## config.mk

```make
export PLATFORM = sky130hd
export DESIGN_NAME = plinterp_arith
export DESIGN_NICKNAME = d
export VERILOG_FILES = /design/src/rtl/core/plinterp_pkg.sv /design/src/rtl/core/plinterp_arith.sv
export SDC_FILE = /design/constraint.sdc
export NUM_CORES = 1
export LEC_CHECK = 0
export ABC_AREA = 1
export BUFFER_PORTS_ARGS = -buffer_cell sky130_fd_sc_hd__buf_2
export CORE_MARGIN = 2
export CORE_UTILIZATION = 50
export DETAILED_ROUTE_END_ITERATION = 8
export PLACE_DENSITY = 0.71
export REMOVE_ABC_BUFFERS = 1
export SLEW_MARGIN = 20
export SYNTH_ARGS = -nofsm -noshare
export SYNTH_HDL_FRONTEND = slang
export SYNTH_SLANG_ARGS = --single-unit
export TNS_END_PERCENT = 5
```

## constraint.sdc

```tcl
create_clock -name clk -period 3.9 [get_ports clk]
set_input_delay 0.975 -clock clk [delete_from_list [all_inputs] [get_ports clk]]
set_output_delay 0.975 -clock clk [all_outputs]
set_load 0.005 [all_outputs]
```

## src/rtl/core/plinterp_pkg.sv

```systemverilog
// Shared types, constants and helpers for the piecewise linear interpolator.
`default_nettype none
package plinterp_pkg;

	localparam int TABLE_DEPTH = 256;
	localparam int AW = $clog2(TABLE_DEPTH);
	localparam int CW = $clog2(TABLE_DEPTH + 1);

	localparam int CFG_IDX_W = 1;
	localparam logic [CFG_IDX_W-1:0] CFG_POINT_COUNT = 1'b0;
	localparam logic [CFG_IDX_W-1:0] CFG_SCALE_FACTOR = 1'b1;

	localparam logic FUNC_WRITE = 1'b0;
	localparam logic FUNC_EVAL = 1'b1;

	localparam logic [1:0] REGION_EMPTY = 2'd0;
	localparam logic [1:0] REGION_LOW = 2'd1;
	localparam logic [1:0] REGION_INT = 2'd2;
	localparam logic [1:0] REGION_HIGH = 2'd3;

	localparam logic [31:0] SCALE_RESET = 32'd65536;

	localparam logic signed [50:0] LIM48 = 51'sh1_0000_0000_0000;

	localparam int ARITH_AW = 66;
	localparam int ARITH_BW = 33;
	localparam int PROD_W = 82;
	localparam int MUL_STEPS = 33;
	localparam int DIV_STEPS = 66;
	localparam int STEP_W = 7;

	typedef enum logic {
		OP_MUL,
		OP_DIV
	} arith_op_t;

	typedef struct packed {
		logic start;
		arith_op_t op;
		logic [ARITH_AW-1:0] a;
		logic [ARITH_BW-1:0] b;
	} arith_req_t;

	typedef struct packed {
		logic [31:0] value;
		logic sat;
	} scaled_t;

	typedef enum logic [4:0] {
		ST_IDLE,
		ST_SRCH_RD,
		ST_SRCH_CMP,
		ST_SEL,
		ST_PT_RD,
		ST_PT_CAP,
		ST_IV_RD1,
		ST_IV_RD2,
		ST_IV_CAP,
		ST_SPAN,
		ST_MT_GO,
		ST_MT_WAIT,
		ST_DT_GO,
		ST_DT_WAIT,
		ST_DR_GO,
		ST_DR_WAIT,
		ST_FD,
		ST_MV_GO,
		ST_MV_WAIT,
		ST_MS_GO,
		ST_MS_WAIT,
		ST_DONE
	} seq_state_t;

	function automatic logic [32:0] mag33(input logic [32:0] v);
		mag33 = v[32] ? 33'(-v) : v;
	endfunction

	// floor(+-m / 2^16) clipped to 32 bits signed
	function automatic scaled_t scale_sat(input logic [PROD_W-1:0] m, input logic neg);
		logic [65:0] hi;
		logic [66:0] up;
		scaled_t r;
		hi = m[PROD_W-1:16];
		up = {1'b0, hi} + 67'(m[15:0] != 16'd0);
		if (!neg) begin
			if (hi > 66'h7FFF_FFFF) begin
				r.value = 32'h7FFF_FFFF;
				r.sat = 1'b1;
			end else begin
				r.value = hi[31:0];
				r.sat = 1'b0;
			end
		end else begin
			if (up > 67'h8000_0000) begin
				r.value = 32'h8000_0000;
				r.sat = 1'b1;
			end else begin
				r.value = 32'(-up[31:0]);
				r.sat = 1'b0;
			end
		end
		scale_sat = r;
	endfunction

endpackage
`default_nettype wire

```

## src/rtl/core/plinterp_arith.sv

```systemverilog
// Bit-serial shift-add multiplier and restoring divider, unsigned operands.
`default_nettype none
module plinterp_arith (
	input  wire logic                          clk,
	input  wire logic                          arst_n,
	input  wire plinterp_pkg::arith_req_t      req,
	output logic                               done,
	output logic [plinterp_pkg::PROD_W-1:0]    result
);
	import plinterp_pkg::*;

	logic busy_q;
	logic done_q;
	arith_op_t op_q;
	logic [STEP_W-1:0] cnt_q;
	logic [PROD_W-1:0] acc_q;
	logic [PROD_W-1:0] mcand_q;
	logic [ARITH_BW-1:0] mplier_q;
	logic [ARITH_AW-1:0] num_q;
	logic [ARITH_BW:0] rem_q;
	logic [ARITH_BW-1:0] den_q;

	logic last;
	logic [ARITH_BW:0] trial;
	logic ge;

	assign last = (op_q == OP_MUL) ? (cnt_q == STEP_W'(MUL_STEPS - 1))
	                               : (cnt_q == STEP_W'(DIV_STEPS - 1));
	assign trial = {rem_q[ARITH_BW-1:0], num_q[ARITH_AW-1]};
	assign ge = trial >= {1'b0, den_q};

	always_ff @(posedge clk or negedge arst_n) begin
		if (!arst_n) begin
			busy_q <= 1'b0;
			done_q <= 1'b0;
			cnt_q <= '0;
		end else begin
			done_q <= busy_q && last;
			if (req.start) begin
				busy_q <= 1'b1;
				cnt_q <= '0;
			end else if (busy_q) begin
				if (last) begin
					busy_q <= 1'b0;
				end
				cnt_q <= cnt_q + 1'b1;
			end
		end
	end

	always_ff @(posedge clk) begin
		if (req.start) begin
			op_q <= req.op;
			acc_q <= '0;
			mcand_q <= PROD_W'(req.a);
			mplier_q <= req.b;
			num_q <= req.a;
			rem_q <= '0;
			den_q <= req.b;
		end else if (busy_q) begin
			if (op_q == OP_MUL) begin
				if (mplier_q[0]) begin
					acc_q <= acc_q + mcand_q;
				end
				mcand_q <= {mcand_q[PROD_W-2:0], 1'b0};
				mplier_q <= {1'b0, mplier_q[ARITH_BW-1:1]};
			end else begin
				rem_q <= ge ? trial - {1'b0, den_q} : trial;
				num_q <= {num_q[ARITH_AW-2:0], ge};
			end
		end
	end

	assign done = done_q;
	assign result = (op_q == OP_MUL) ? acc_q : PROD_W'(num_q);

endmodule
`default_nettype wire

```

==> results.py <==
metrics = {
    "outcome": {
        "outcome": "complete, no violations",
    },
    "synthesis": {
        "synthArstFlopShare_pct": 2.65,
        "synth_seq_cells": 339,
        "synth.top_cell.area_share_pct": 24.9,
        "syn_area_um2": 24000,
        "netlist_instances": 3643,
        "seq_area_frac_synth_pct": 36.7,
        "synth_flop_cell": "edfxtp_1",
        "avgSynthCellArea_um2": 6.60,
        "synth_top_cell_by_area": "edfxtp_1",
        "yosysUniqueCellTypes": 51,
        "synth_area_leaders": "edfxtp_1 25%, nand2_1 22%, dfxtp_1 11%",
        "synth-edff-count": 199,
        "yosys_warnings": 0,
    },
    "setup_path": {
        "cp.arrival_ns": 3.49,
        "crit_top_cell": "nand2_1",
        "worst-path-buf-inv": 2,
        "r2r_slack_ns": 0.87,
        "critPathLaunchType": "register",
        "critPathMaxFanout": 3,
        "crit_path_cell_trace": "ha_1 -> inv_1 -> fa_1 -> nand3b_1 -> nand2_1 -> nand2_1 -> nor2_1 -> nor2_1 -> o21bai_1 -> nand2_1 -> nand3_1 -> nand3_1 -> nand2_1 -> inv_1",
        "critPathMaxStageDelay_ns": 0.48,
        "path_class": "register to register",
        "rr_worst_depth": 14,
        "critPathTopFamily": "simple AND/OR/NAND/NOR gates",
        "r2r_end": "acc_q[60]",
        "slowest_stage": "o21bai_1",
        "required_ns": 4.36,
        "r2r-start": "mcand_q[0]",
        "setup.worst_path.end_class": "register",
    },
    "timing": {
        "hold_viol": 0,
        "slew-limit-headroom_pct": 42.8,
        "setup_ws_ns": 0.871,
        "finalCritPeriodShare_pct": 77.7,
        "rsz0062_at_grt": "false",
        "fmax_mhz": 330,
        "setup_viol": 0,
        "final.setup.tns_ns": 0,
        "finalClockSkew_ns": 0.0206,
        "worstMarginPinSlew_ns": 0.858,
        "period_needed_ns": 3.03,
        "fin_hold_ws_ns": 0.245,
        "final_max_slew_viol_count": 0,
    },
    "clock_tree": {
        "cts_setup_buffers": 0,
        "worstSkewPairLatency_ns": 0.57,
        "cts_hold_buf": 0,
        "cts_buffers": 38,
        "h-tree-depth": 2,
        "cts_tree": "built",
        "clk_pin_slew_ns": 0.06,
        "cts.path.max_buffers": 3,
        "post_cts_resized": 0,
        "tritoncts_num_sinks": 339,
        "root_buffer": "clkbuf_16",
    },
    "routing": {
        "drt-total-wl_um": 71800,
        "viasPerCell": 5.09,
        "vias": 22600,
        "first_pass_iters": 5,
        "dr.first_iter.drc_count": 1814,
        "post_drt_wl_per_cell_um": 16.2,
        "remaining_drc_errors": 0,
        "drtAntennaViolNets": 0,
    },
    "floorplan": {
        "placementRows": 80,
        "die_h_um": 223,
        "fp.coreArea_um2": 47600,
        "dieArea_um2": 49900,
        "io_pins": 186,
        "initial_utilization_pct": 50.5,
        "die_w_um": 223,
    },
    "finish": {
        "nFillCells": 4851,
        "multi_input_area_um2": 12500,
        "fin_nets": 4015,
        "final_cell_mix": "1405 x nand2_1, 605 x inv_1, 317 x nor2_1, 206 x a21oi_1, 199 x edfxtp_1",
        "seq_area_um2": 8820,
        "drive_gt1_share_pct": 9.18,
        "final_common_cell": "nand2_1",
        "final_core_util_pct": 56.4,
        "area_growth_pct": 11.7,
    },
    "pwr": {
        "peakVddDrop_uv": 316,
        "power_density_nw_per_um2": 398,
        "p_leak_nw": 14.4,
    },
    "global_route": {
        "grtUsageMet3_pct": 3.73,
        "grt_usage_pct": 28.9,
        "grt_pass1_vias": 21900,
        "grt_start_max_net_pins": 148,
        "grt_use_met2_pct": 48.1,
        "use_met1_pct": 38.4,
        "antenna_found_initial": 2,
        "gr-total-overflow": 0,
        "grt-busiest-layer": "met2",
        "grt_first_pass_wirelength_um": 114000,
    },
    "placed_design": {
        "place_ws_ns": 0.954,
        "hpwl_um": 56000,
        "gp_congestion": 0.995,
        "io_buffer_count": 185,
    },
    "min_path": {
        "min_path_type": "input port to asynchronous set/reset pin",
    },
    "flow_run": {
        "drv_cap": 0,
    },
}
## layout make-up
type	count	area share (%)
tap	615	2.86
clock buffer	47	3.78
sequential	339	32.8
inverter	610	8.54
multi-input combinational	2604	46.7
antenna	1	0.00931
timing repair buffer	202	4.25
clock inverter	23	1.05
## where the power goes
| group | total (mW) | internal [mW] | switching [mW] | leakage (nW) |
|---|---|---|---|---|
| Combinational | 2.53 | 0.822 | 1.70 | 10.5 |
| Sequential | 4.37 | 4.18 | 0.188 | 3.25 |
| Clock | 3.79 | 2.26 | 1.53 | 0.635 |
## Yosys cell counts, types with 2 or more instances
cell / number
nand2_1: 1408
inv_1: 605
nor2_1: 318
a21oi_1: 206
edfxtp_1: 199
o21ai_0: 181
dfxtp_1: 131
ha_1: 115
nand3_1: 113
clkbuf_1: 61
nand3b_1: 41
xor2_1: 37
nand2_2: 32
nand3_2: 27
xnor2_1: 23
nor3_1: 19
o21bai_1: 15
buf_1: 11
buf_2: 11
o21ai_1: 10
dfrtp_1: 9
nand4_1: 9
nor4_1: 7
a21o_1: 6
nor2_2: 5
buf_12: 3
inv_2: 3
o21a_1: 3
or2_2: 3
and2_1: 2
buf_6: 2
clkinv_1: 2
fa_1: 2
mux2_2: 2
nand2_4: 2
nand2_8: 2
nor2_4: 2
o211ai_1: 2
or2_4: 2
## cells by family after synthesis
| logic type | Yosys count | synth area share (%) |
|---|---|---|
| compound gates | 428 | 9.28 |
| buf+inv | 700 | 11.3 |
| fa+ha+maj | 117 | 6.15 |
| mux | 2 | 0.0937 |
| xor+xnor | 60 | 2.19 |
| simple gates | 1997 | 34.3 |
| flops | 339 | 36.7 |
## per-layer routing
layer | wire, um | vias up
met1 | 32300 | 10200
li1 | - | 11600
met3 | 4080 | 135
met2 | 32800 | 627
met5 | 0 | -
met4 | 2640 | 0
## registers in the layout, indices dropped and copies added, names as in the netlist
name      count
acc_q        82
busy_q        1
cnt_q         7
den_q        33
done          1
mcand_q      82
mplier_q     33
num_q        66
op_q          1
rem_q        33
## stage by stage
| step | cells | total power [mW] | area (um2) |
|---|---|---|---|
| floorplan | 3553 | 6.07 | 23600 |
| global placement | 4369 | 6.90 | 25500 |
| detailed placement | 4370 | 6.93 | 25600 |
| CTS | 4440 | 10.7 | 26900 |
| global route | 4440 | 11.2 | 26900 |
| finish | 4441 | 10.7 | 26900 |
## worst max-delay path by stage
stage	startpoint	to	slack, ns	depth (start not counted)
finish	mcand_q[0]	acc_q[60]	0.87	14
global route	mcand_q[0]	acc_q[60]	0.74	14
CTS	op_q	result[47]	0.92	5
detailed placement	mcand_q[0]	acc_q[60]	0.95	14
global placement	den_q[31]	num_q[0]	0.85	10
floorplan	req[100]	rem_q[0]	-3.85	5
Power figures use the tool's default switching activity.
